File: src/rtl/core/csu_pkg.sv
// csu_pkg: shared types and constants of the counting semaphore unit
// opcode and status codes, fixed field widths and value limits
// no dependencies
package csu_pkg;

    localparam int OPCODE_W  = 2;
    localparam int SEM_IDX_W = 3;
    localparam int STATUS_W  = 2;
    localparam int VALUE_W   = 8;

    typedef logic [OPCODE_W-1:0]       t_opcode;
    typedef logic [STATUS_W-1:0]       t_status;
    typedef logic signed [VALUE_W-1:0] t_value;

    localparam t_opcode OP_CREATE = 2'd0;
    localparam t_opcode OP_WAIT   = 2'd1;
    localparam t_opcode OP_SIGNAL = 2'd2;

    localparam t_status ST_OK          = 2'd0;
    localparam t_status ST_EXISTS      = 2'd1;
    localparam t_status ST_NOT_CREATED = 2'd2;
    localparam t_status ST_QUEUE_FULL  = 2'd3;

    localparam t_value VALUE_MAX   = 8'sd127;
    localparam t_value VALUE_MIN   = -8'sd128;
    localparam t_value VALUE_RESET = 8'sd1;

endpackage

File: src/rtl/core/csu_ram.sv
// csu_ram: generic single-write, single-read ram with registered read data
// no dependencies; contents are undefined until written
module csu_ram #(
    parameter int WIDTH = 8,
    parameter int DEPTH = 128
) (
    input  logic                             i_clk,
    input  logic                             i_we,
    input  logic [$clog2(DEPTH > 1 ? DEPTH : 2)-1:0] i_waddr,
    input  logic [WIDTH-1:0]                 i_wdata,
    input  logic                             i_re,
    input  logic [$clog2(DEPTH > 1 ? DEPTH : 2)-1:0] i_raddr,
    output logic [WIDTH-1:0]                 o_rdata
);

    logic [WIDTH-1:0] r_mem [DEPTH];
    logic [WIDTH-1:0] r_rdata;

    always_ff @(posedge i_clk) begin
        if (i_we) begin
            r_mem[i_waddr] <= i_wdata;
        end
        if (i_re) begin
            r_rdata <= r_mem[i_raddr];
        end
    end

    assign o_rdata = r_rdata;

endmodule

File: src/rtl/core/counting_semaphore_unit.sv
// counting_semaphore_unit: bank of counting semaphores with fifo wait queues
// an accepted word is held in the input stage, its result in the result register
// throughput: one word per cycle unless the result stalls; the wait-queue ram read
// is issued at accept, the state read-modify-write as the word leaves the input stage
// reset: i_rst_n synchronous active low; no word taken while held; all semaphores
// uncreated, value 1, queues empty; the wait-queue ram itself is not cleared
module counting_semaphore_unit #(
    parameter int NUM_SEMS    = 8,
    parameter int QUEUE_DEPTH = 16,
    parameter int PID_WIDTH   = 8,
    localparam int IN_BITS    = csu_pkg::OPCODE_W + csu_pkg::SEM_IDX_W + PID_WIDTH + 1,
    localparam int IN_W       = ((IN_BITS + 7) / 8) * 8,
    localparam int OUT_BITS   = csu_pkg::STATUS_W + csu_pkg::VALUE_W + 3 + PID_WIDTH,
    localparam int OUT_W      = ((OUT_BITS + 7) / 8) * 8
) (
    input  logic             i_clk,
    input  logic             i_rst_n,
    input  logic             i_s_tvalid,
    output logic             o_s_tready,
    // opcode, sem_index, caller_pid, caller_is_init
    input  logic [IN_W-1:0]  i_s_tdata,
    output logic             o_m_tvalid,
    input  logic             i_m_tready,
    // status, new_value, caller_blocked, woke_one, woken_pid, reschedule
    output logic [OUT_W-1:0] o_m_tdata
);

    localparam int SEM_IW    = NUM_SEMS > 1 ? $clog2(NUM_SEMS) : 1;
    localparam int SW        = SEM_IW > csu_pkg::SEM_IDX_W ? SEM_IW : csu_pkg::SEM_IDX_W;
    localparam int QW        = QUEUE_DEPTH > 1 ? $clog2(QUEUE_DEPTH) : 1;
    localparam int CW        = $clog2(QUEUE_DEPTH + 1);
    localparam int RAM_DEPTH = NUM_SEMS * QUEUE_DEPTH;
    localparam int AW        = $clog2(RAM_DEPTH > 1 ? RAM_DEPTH : 2);
    localparam int P_LO      = csu_pkg::OPCODE_W + csu_pkg::SEM_IDX_W;

    // input unpack
    csu_pkg::t_opcode              in_op;
    logic [csu_pkg::SEM_IDX_W-1:0] in_sem;
    logic [PID_WIDTH-1:0]          in_pid;
    logic                          in_init;
    logic [SW-1:0]                 in_sem_x;
    logic                          in_rng;
    logic [SEM_IW-1:0]             in_sidx;

    assign in_op    = i_s_tdata[csu_pkg::OPCODE_W-1:0];
    assign in_sem   = i_s_tdata[csu_pkg::OPCODE_W +: csu_pkg::SEM_IDX_W];
    assign in_pid   = i_s_tdata[P_LO +: PID_WIDTH];
    assign in_init  = i_s_tdata[P_LO + PID_WIDTH];
    assign in_sem_x = SW'(in_sem);
    assign in_rng   = ({1'b0, in_sem_x} < (SW + 1)'(NUM_SEMS));
    assign in_sidx  = in_sem_x[SEM_IW-1:0];

    // input stage
    logic                          r_v1;
    csu_pkg::t_opcode              r_op;
    logic [csu_pkg::SEM_IDX_W-1:0] r_sem;
    logic [PID_WIDTH-1:0]          r_pid;
    logic                          r_init;
    logic                          r_byp;
    logic [PID_WIDTH-1:0]          r_byp_data;

    // semaphore state
    logic                  r_created [NUM_SEMS];
    csu_pkg::t_value       r_val     [NUM_SEMS];
    logic [QW-1:0]         r_head    [NUM_SEMS];
    logic [QW-1:0]         r_tail    [NUM_SEMS];
    logic [CW-1:0]         r_cnt     [NUM_SEMS];

    // result register
    logic             r_ov;
    logic [OUT_W-1:0] r_odata;

    logic accept;
    logic adv;

    assign adv        = r_v1 && (!r_ov || i_m_tready);
    assign o_s_tready = i_rst_n && (!r_v1 || adv);
    assign accept     = i_s_tvalid && o_s_tready;

    // processing of the word in the input stage
    logic [SW-1:0]        sem_x;
    logic                 rng;
    logic [SEM_IW-1:0]    sidx;
    logic                 cur_created;
    csu_pkg::t_value      cur_v;
    logic [QW-1:0]        cur_head;
    logic [QW-1:0]        cur_tail;
    logic [CW-1:0]        cur_cnt;
    logic [QW-1:0]        head_inc;
    logic [QW-1:0]        tail_inc;
    csu_pkg::t_value      dec_v;
    csu_pkg::t_value      inc_v;
    logic [PID_WIDTH-1:0] ram_q;
    logic [PID_WIDTH-1:0] ram_rdata;

    csu_pkg::t_status     st;
    csu_pkg::t_value      nv;
    logic                 blk;
    logic                 woke;
    logic [PID_WIDTH-1:0] wpid;
    logic                 resch;
    logic                 do_create;
    logic                 do_setv;
    logic                 do_push;
    logic                 do_pop;
    logic [OUT_W-1:0]     n_odata;

    assign sem_x       = SW'(r_sem);
    assign rng         = ({1'b0, sem_x} < (SW + 1)'(NUM_SEMS));
    assign sidx        = sem_x[SEM_IW-1:0];
    assign cur_created = rng ? r_created[sidx] : 1'b0;
    assign cur_v       = rng ? r_val[sidx] : csu_pkg::VALUE_RESET;
    assign cur_head    = rng ? r_head[sidx] : '0;
    assign cur_tail    = rng ? r_tail[sidx] : '0;
    assign cur_cnt     = rng ? r_cnt[sidx] : '0;
    assign head_inc    = (cur_head == QW'(QUEUE_DEPTH - 1)) ? '0 : cur_head + QW'(1);
    assign tail_inc    = (cur_tail == QW'(QUEUE_DEPTH - 1)) ? '0 : cur_tail + QW'(1);
    assign dec_v       = (cur_v == csu_pkg::VALUE_MIN) ? csu_pkg::VALUE_MIN : cur_v - 8'sd1;
    assign inc_v       = (cur_v == csu_pkg::VALUE_MAX) ? csu_pkg::VALUE_MAX : cur_v + 8'sd1;
    assign ram_q       = r_byp ? r_byp_data : ram_rdata;

    always_comb begin
        st        = csu_pkg::ST_OK;
        nv        = cur_v;
        blk       = 1'b0;
        woke      = 1'b0;
        wpid      = '0;
        resch     = 1'b0;
        do_create = 1'b0;
        do_setv   = 1'b0;
        do_push   = 1'b0;
        do_pop    = 1'b0;
        if (!rng) begin
            st = csu_pkg::ST_NOT_CREATED;
            nv = '0;
        end else begin
            case (r_op)
                csu_pkg::OP_CREATE: begin
                    if (cur_created) begin
                        st = csu_pkg::ST_EXISTS;
                    end else begin
                        do_create = 1'b1;
                    end
                end
                csu_pkg::OP_WAIT: begin
                    if (!cur_created) begin
                        st = csu_pkg::ST_NOT_CREATED;
                    end else if (dec_v < 0 && !r_init) begin
                        if (cur_cnt >= CW'(QUEUE_DEPTH)) begin
                            st = csu_pkg::ST_QUEUE_FULL;
                        end else begin
                            nv      = dec_v;
                            do_setv = 1'b1;
                            do_push = 1'b1;
                            blk     = 1'b1;
                            resch   = 1'b1;
                        end
                    end else begin
                        nv      = dec_v;
                        do_setv = 1'b1;
                    end
                end
                csu_pkg::OP_SIGNAL: begin
                    if (!cur_created) begin
                        st = csu_pkg::ST_NOT_CREATED;
                    end else begin
                        nv      = inc_v;
                        do_setv = 1'b1;
                        if (inc_v <= 0 && cur_cnt != '0) begin
                            do_pop = 1'b1;
                            woke   = 1'b1;
                            wpid   = ram_q;
                            resch  = r_init;
                        end
                    end
                end
                default: ;
            endcase
        end
        n_odata = '0;
        n_odata[OUT_BITS-1:0] = {resch, wpid, woke, blk, nv, st};
    end

    // wait-queue ram addressing with look-ahead of the head being popped
    function automatic logic [AW-1:0] q_addr(input logic [SEM_IW-1:0] s,
                                            input logic [QW-1:0] p);
        q_addr = AW'(s) * AW'(QUEUE_DEPTH) + AW'(p);
    endfunction

    logic          ram_we;
    logic [AW-1:0] ram_waddr;
    logic [AW-1:0] ram_raddr;
    logic [QW-1:0] rd_ptr;
    logic          byp_hit;

    always_comb begin
        if (adv && do_pop && sidx == in_sidx) begin
            rd_ptr = head_inc;
        end else if (in_rng) begin
            rd_ptr = r_head[in_sidx];
        end else begin
            rd_ptr = '0;
        end
    end

    assign ram_we    = adv && do_push;
    assign ram_waddr = q_addr(sidx, cur_tail);
    assign ram_raddr = q_addr(in_sidx, rd_ptr);
    assign byp_hit   = ram_we && (ram_waddr == ram_raddr);

    csu_ram #(
        .WIDTH (PID_WIDTH),
        .DEPTH (RAM_DEPTH)
    ) u_wait_ram (
        .i_clk   (i_clk),
        .i_we    (ram_we),
        .i_waddr (ram_waddr),
        .i_wdata (r_pid),
        .i_re    (accept),
        .i_raddr (ram_raddr),
        .o_rdata (ram_rdata)
    );

    // input stage registers
    always_ff @(posedge i_clk) begin
        if (!i_rst_n) begin
            r_v1  <= 1'b0;
            r_byp <= 1'b0;
        end else if (accept) begin
            r_v1  <= 1'b1;
            r_byp <= byp_hit;
        end else if (adv) begin
            r_v1  <= 1'b0;
        end
    end

    always_ff @(posedge i_clk) begin
        if (accept) begin
            r_op       <= in_op;
            r_sem      <= in_sem;
            r_pid      <= in_pid;
            r_init     <= in_init;
            r_byp_data <= r_pid;
        end
    end

    // semaphore state update
    always_ff @(posedge i_clk) begin
        if (!i_rst_n) begin
            for (int i = 0; i < NUM_SEMS; i++) begin
                r_created[i] <= 1'b0;
                r_val[i]     <= csu_pkg::VALUE_RESET;
                r_head[i]    <= '0;
                r_tail[i]    <= '0;
                r_cnt[i]     <= '0;
            end
        end else if (adv) begin
            if (do_create) begin
                r_created[sidx] <= 1'b1;
            end
            if (do_setv) begin
                r_val[sidx] <= nv;
            end
            if (do_push) begin
                r_tail[sidx] <= tail_inc;
                r_cnt[sidx]  <= cur_cnt + CW'(1);
            end
            if (do_pop) begin
                r_head[sidx] <= head_inc;
                r_cnt[sidx]  <= cur_cnt - CW'(1);
            end
        end
    end

    // result register
    always_ff @(posedge i_clk) begin
        if (!i_rst_n) begin
            r_ov <= 1'b0;
        end else if (adv) begin
            r_ov <= 1'b1;
        end else if (i_m_tready) begin
            r_ov <= 1'b0;
        end
    end

    always_ff @(posedge i_clk) begin
        if (adv) begin
            r_odata <= n_odata;
        end
    end

    assign o_m_tvalid = r_ov;
    assign o_m_tdata  = r_odata;

endmodule

File: config.mk
export PLATFORM = sky130hd
export DESIGN_NAME = counting_semaphore_unit
export DESIGN_NICKNAME = d
export VERILOG_FILES = /design/src/rtl/core/csu_pkg.sv /design/src/rtl/core/csu_ram.sv /design/src/rtl/core/counting_semaphore_unit.sv
export SDC_FILE = /design/constraint.sdc
export NUM_CORES = 2
export LEC_CHECK = 0
export BUFFER_PORTS_ARGS = -buffer_cell sky130_fd_sc_hd__buf_4
export CORE_MARGIN = 2
export CORE_UTILIZATION = 35
export CTS_CLUSTER_DIAMETER = 80
export DETAILED_ROUTE_END_ITERATION = 6
export PLACE_DENSITY = 0.59
export SKIP_CTS_REPAIR_TIMING = 1
export SYNTH_ARGS = -nofsm -noshare
export SYNTH_HDL_FRONTEND = slang
export SYNTH_SLANG_ARGS = --single-unit
File: constraint.sdc
create_clock -name i_clk -period 6.7 [get_ports i_clk]
set_clock_uncertainty 0.2 [all_clocks]
set_input_delay 0.335 -clock i_clk [delete_from_list [all_inputs] [get_ports i_clk]]
set_output_delay 0.335 -clock i_clk [all_outputs]
set_load 0.01 [all_outputs]
==> Word-level counts from Yosys, hierarchy flattened <==
Memory sizes are Yosys's and may differ from the RTL's. A register that Yosys moved wholly into a read port is not among the register bits.
Index checks and enable logic that the tools add are counted.
W data, S select, Z words.
{ "word_totals": {"register_bits": 46, "elab_cells": 137, "ramBits": 1200, "output_inout_bits": 26, "memories": 6, "in_bits": 20} }
{ "classes": {"eq_ne": 8, "order_cmp": 3, "n_reduce_logical": 24, "mux": 77, "bitwise": 1, "add_sub_neg": 8} }
{ "mem_list": {"columns": ["memory", "depth", "width", "read_ports", "rd_ports_with_merged_regs", "write_ports", "line_no", "rtl"], "rows": [
  ["u_wait_ram.r_mem", 128, 8, 1, 1, 1, "csu_ram.sv:16", "logic [WIDTH-1:0] r_mem [DEPTH];"],
  ["r_val", 8, 8, 1, 1, 8, "counting_semaphore_unit.sv:64", "csu_pkg::t_value r_val [NUM_SEMS];"],
  ["r_cnt", 8, 5, 1, 1, 8, "counting_semaphore_unit.sv:67", "logic [CW-1:0] r_cnt [NUM_SEMS];"],
  ["r_head", 8, 4, 2, 1, 8, "counting_semaphore_unit.sv:65", "logic [QW-1:0] r_head [NUM_SEMS];"],
  ["r_tail", 8, 4, 1, 1, 8, "counting_semaphore_unit.sv:66", "logic [QW-1:0] r_tail [NUM_SEMS];"],
  ["r_created", 8, 1, 1, 1, 8, "counting_semaphore_unit.sv:63", "logic r_created [NUM_SEMS];"]
]} }
{ "op_table": {"columns": ["cell", "n"], "rows": [
  ["$mux W8", 8],
  ["$mux W1", 44],
  ["$mux W3", 10],
  ["$mux W4", 5],
  ["$eq A8 B8 Y1 const B", 2],
  ["$pmux W8 S2", 1],
  ["$add A7 B4 Y7", 2],
  ["$mux W5", 2],
  ["$logic_and A1 B1 Y1", 9],
  ["$add A4 B1 Y4 const B", 2],
  ["$add A8 B2 Y8 const B", 1],
  ["$eq A4 B4 Y1 const B", 2],
  ["$le A8 B1 Y1 const B", 1],
  ["$lt A8 B1 Y1 const B", 1],
  ["$mux W2", 4],
  ["$reduce_or A4 Y1", 2],
  ["$reduce_or A8 Y1", 1],
  ["$sub A8 B2 Y8 const B", 1],
  ["$eq A7 B7 Y1", 1],
  ["$pmux W2 S3", 1],
  ["$add A5 B1 Y5 const B", 1],
  ["$ge A5 B5 Y1 const B", 1],
  ["$reduce_bool A5 Y1", 1],
  ["$reduce_or A5 Y1", 1],
  ["12 further kinds", 17]
]} }

==> Longest topological paths before layout <==
{ "logic_depth": {"ltp_word": 14, "ltp_mapped": 24, "mapped_depth_nobuf": 20} }

==> Hierarchy <==
From an unflattened synthesis, not the netlist that was laid out.
{ "unflattened": {"hier_cells": 2519, "area_unflattened_um2": 51047.7} }
{ "modules_own_cells": {"columns": ["mod", "area_per_inst_um2", "instances", "cells_per_inst", "seq_area_each_um2"], "rows": [
  ["csu_ram", 39745.6, 1, 1635, 30989.7],
  ["counting_semaphore_unit", 11302.1, 1, 884, 6616.3]
]} }

==> Worst setup path after synthesis <==
No wires, ideal clock.
{ "synth_path": {"path_kind": "reg2reg", "from": "register (tool-made name)", "to": "memory r_cnt[0][4] (netlist name) (data pin)", "t_arrival_ns": 4.484, "synth_period_minus_slack_ns": 4.955, "slack_ns": 1.745, "path_stages_with_launch": 24, "n_path_buf": 4, "required_ns": 6.229, "cell_sequence": "dfxtp_1 > buf_4 > buf_4 > mux2i_1 > a22oi_1 > nand2_1 > inv_1 > ha_1 > nand4_1 > o31ai_1 > a31o_2 > buf_4 > nand2b_1 > inv_1 > nand3_1 > clkbuf_1 > inv_1 > ha_1 > a21o_1 > a21oi_1 > xor2_1 > nor3_1 > a21oi_1 > nor2_1"} }
{ "synth_lines": {"columns": ["element", "line_no"], "rows": [
  ["end, declared", "counting_semaphore_unit.sv:67"]
]} }

==> parameters.txt <==
Parameter                              Value

Run status
  Result of the run    completed

Pwr
  Clock group share of total power    0.403
  Leakage power summed over all cells    slightly below 0.02 µW
  Peak VDD IR    0.196 mV
  Fraction of power spent switching nets    0.238
  NetSw    about 4000 µW
  Internal cell power    ~13000 µW
  Combinational share of power    0.081
  Total power of the final layout    between 15000 and 20000 µW
  Power share of the sequential group    0.515
  Areal power density over the cells    between 200 and 300 nW/µm²

Placed design
  Setup slack after placement    between 600 and 700 ps
  Final estimated routing congestion in global placement    0.859
  Placed inst area    54900 µm²
  Detail Placement HPWL    around 86 mm
  Number of I/O port buffers    40

Hold path
  HP Class    input port to flop

Synthesis
  Post-Syn Area per Cell    ~14 µm²
  Share of the synthesized area in the top cell type    0.720
  Combined area of all synthesized cells    around 52000 µm²
  Flip-flop cell with the highest count after synthesis    sky130_fd_sc_hd__edfxtp_1
  Register area share after synthesis    0.726
  Post-synthesis register bit count    roughly 1300
  Total number of yosys warnings    0
  Number of instances in the synthesized netlist    approximately 3800
  Area leader, netlist    sky130_fd_sc_hd__edfxtp_1
  Number of distinct library cells after synthesis    slightly below 80
  Proportion of register bits with asynchronous set or reset after synthesis    0
  Top cells by area in the synthesized netlist    sky130_fd_sc_hd__edfxtp_1 (72%), sky130_fd_sc_hd__nand2_1 (5.8%), sky130_fd_sc_hd__nand3_1 (3.0%), sky130_fd_sc_hd__nor2_1 (2.4%), sky130_fd_sc_hd__mux2i_1 (2.0%)
  Count of flip-flops with a built-in enable after synthesis    roughly 1200

Cells and area
  Growth of design area from synthesis to finish    13.8%
  Net count, final    approximately 4000
  Final instance area    59000 µm²
  Filler Cells Inserted    between 10000 and 15000
  Highest-count cells in the layout ignoring fill and taps    sky130_fd_sc_hd__edfxtp_1 (1243), sky130_fd_sc_hd__nand2_1 (793), sky130_fd_sc_hd__nor2_1 (325)
  Most common cell after layout, fill and taps aside    sky130_fd_sc_hd__edfxtp_1
  Fraction of final layout cells sized beyond drive strength 1    0.114

STA
  Unrepaired setup endpoints after global routing    false
  Finish-stage setup viols    0
  Peak Freq    between 0.15 and 0.2 GHz
  Final Critical Period    6240 ps
  Final setup margin    approximately 460 ps
  Worst slew pin tran    ~1200 ps
  Ratio of final minimum period to clock period    0.932
  Setup total negative slack    0 ps
  Max-slew violations    0
  Hold slack final    about 90 ps
  Headroom to the max-slew limit    0.232
  Final number of hold-violating endpoints    0

Drt
  Routed via count divided by cell count    approximately 5.4
  Number of remaining DRC errors    0
  Final wirelength    about 140 mm
  Wire length per cell after detailed routing    approximately 23 µm
  Iteration-0 DRC count of the detailed router    around 3700
  First-pass iteration count of the detailed router    6
  Antenna Violating Nets Remaining    0
  Vias    roughly 32000

Global routing
  Pin count of the biggest net entering global routing    87
  First-pass GRT wire length    around 210 mm
  Initial antenna violation count    1
  Number of global-route vias before repair    31284
  Overall overflow remaining after global route    0
  Overall track demand over capacity in global routing    0.182

Floorplanning
  Initial cell density of the core    0.352
  X dimension of the die    approximately 390 µm
  Boundary pin count    46
  Die footprint    roughly 150000 µm²
  Area of the core    about 150000 µm²
  Die height    between 300 and 400 µm
  Standard-cell row count    141

Clock network
  Clock transition at the registers of the reported paths    60 ps
  Clk Tree Root Cell    sky130_fd_sc_hd__clkbuf_16
  Buffer depth of the longest clock path    3
  TritonCTS clock tree    yes
  Number of clock buffers inserted by TritonCTS    130
  Clock sinks    1257
  CTS H-Tree Depth    4
  Clk Latency, worst-skew pair    770 ps

Worst setup path
  Kind of cell with the highest combined delay on the critical path    simple AND/OR/NAND/NOR gates
  Sort of element at the start of the critical path    flop
  Largest incremental delay on the critical path    990 ps
  Path depth of the worst reg2reg path    14
  Required time of the worst setup path    roughly 7000 ps
  Sequence of cells on the critical path    buf_12, mux4_2, mux2i_1, nand2_1, o41ai_1, or2_1, buf_4, o21ai_4, nand2_8, and3_1, a31oi_1, nand3_1, or4_1, nand4_1
  Buffer and inverter count on the worst path    2
  Maximum fanout along the worst path    28
  Worst path slowest cell    sky130_fd_sc_hd__and3_1
  Reg2Reg Capture Point    u_wait_ram.o_rdata[7]$_DFFE_PP_
  Cell count along the critical path    14
  Worst setup path endpoint    u_wait_ram.o_rdata[7]$_DFFE_PP_
  Critical setup path kind    flop to flop
  Worst reg-to-reg setup slack    roughly 460 ps
  Arrival time worst endpoint    roughly 6500 ps
  Type of element capturing the critical path    flop

Flow run
  Total of max-cap violations    0
==> registers in the layout (all words and copies together), names as in the netlist, named ones only <==
name,count
o_m_tdata,21
o_m_tvalid,1
r_byp,1
r_byp_data,8
r_cnt,40
r_created,8
r_head,32
r_init,1
r_op,2
r_pid,8
r_sem,3
r_tail,32
r_v1,1
r_val,64
u_wait_ram.o_rdata,8
u_wait_ram.r_mem,1024
==> cell usage after synthesis (5+ instances only) <==
cell type,instances
sky130_fd_sc_hd__buf_1,20
sky130_fd_sc_hd__nor2b_1,6
sky130_fd_sc_hd__a31oi_1,55
sky130_fd_sc_hd__o2111ai_1,35
sky130_fd_sc_hd__xnor2_1,11
sky130_fd_sc_hd__a22o_1,9
sky130_fd_sc_hd__a32oi_1,62
sky130_fd_sc_hd__a21oi_1,55
sky130_fd_sc_hd__mux2_2,11
sky130_fd_sc_hd__clkbuf_1,133
sky130_fd_sc_hd__nor4_1,5
sky130_fd_sc_hd__inv_1,31
sky130_fd_sc_hd__a211oi_1,97
sky130_fd_sc_hd__nand4_1,23
sky130_fd_sc_hd__a21o_1,11
sky130_fd_sc_hd__nand3_1,310
sky130_fd_sc_hd__or4_1,31
sky130_fd_sc_hd__ha_1,12
sky130_fd_sc_hd__or3_1,5
sky130_fd_sc_hd__nand2_1,794
sky130_fd_sc_hd__o211ai_1,5
sky130_fd_sc_hd__and2_1,6
sky130_fd_sc_hd__o21ai_0,63
sky130_fd_sc_hd__nand2b_1,15
sky130_fd_sc_hd__nor2_1,325
sky130_fd_sc_hd__and3_1,99
sky130_fd_sc_hd__buf_4,24
sky130_fd_sc_hd__edfxtp_1,1243
sky130_fd_sc_hd__buf_2,75
sky130_fd_sc_hd__a22oi_1,14
sky130_fd_sc_hd__mux2i_1,105
sky130_fd_sc_hd__mux4_2,44
sky130_fd_sc_hd__nor3_1,13
sky130_fd_sc_hd__dfxtp_1,14
==> area by class of cell <==
cell class / instances / area (µm²) / area share
clock inverter: 68 / 514 / 0.00872
antenna: 4 / 10.0 / 0.000170
multi-input combinational: 2294 / 13000 / 0.221
tap: 1930 / 2410 / 0.0409
timing repair buffer: 211 / 1880 / 0.0319
sequential: 1257 / 37600 / 0.638
inverter: 31 / 116 / 0.00197
clock buffer: 157 / 3400 / 0.0576
==> metal layers <==
metal  part of all wire  vias to the layer above  wire, µm  global-route usage
li1                   -                    14541         -                   -
met1               0.43                    16202     59300               0.252
met2               0.48                     1151     66900               0.295
met3              0.067                      201      9310              0.0287
met4              0.026                        4      3630              0.0560
met5            0.00019                        -        27                   0
==> how the worst min path moves through the flow <==
stage	cells past startpoint	slack (ps)	from	endpoint
after floorplan	0	230	i_s_tdata[13]	r_init$_DFFE_PP_
after global placement	1	260	r_created[2]$_DFF_P_	r_created[2]$_DFF_P_
after detailed placement	1	260	r_created[2]$_DFF_P_	r_created[2]$_DFF_P_
after CTS	1	-510	i_s_tdata[6]	r_pid[1]$_DFFE_PP_
after global routing	2	50	i_s_tdata[11]	r_pid[6]$_DFFE_PP_
final	2	90	i_s_tdata[6]	r_pid[1]$_DFFE_PP_
==> metrics by stage <==
step                std cells   util
floorplan                3837      -
CTS                      5930  0.399
global placement         5705  0.373
detailed placement       5705  0.373
global route             5948  0.400
finish                   5952  0.400
==> cells by family after synthesis <==
family / Yosys count / synth area share
buf+inv: 286 / 0.0247
xor+xnor: 15 / 0.00254
other cells: 1 / 0.0000724
simple gates: 1656 / 0.140
fa+ha+maj: 13 / 0.00328
compound gates: 447 / 0.0621
mux: 160 / 0.0418
flops: 1257 / 0.726
==> power by group through the flow <==
stage | Sequential, µW | Clock [µW] | Combinational, µW
5_1_grt | 8700 | 7220 | 1480
4_1_cts | 8700 | 6920 | 1370
3_5_place_dp | 8870 | 0 | 1370
3_3_place_gp | 8860 | 0 | 1350
6_report | 8700 | 6810 | 1380
2_1_floorplan | 8890 | 0 | 802
Note: power is estimated with default switching activity, not from simulation.
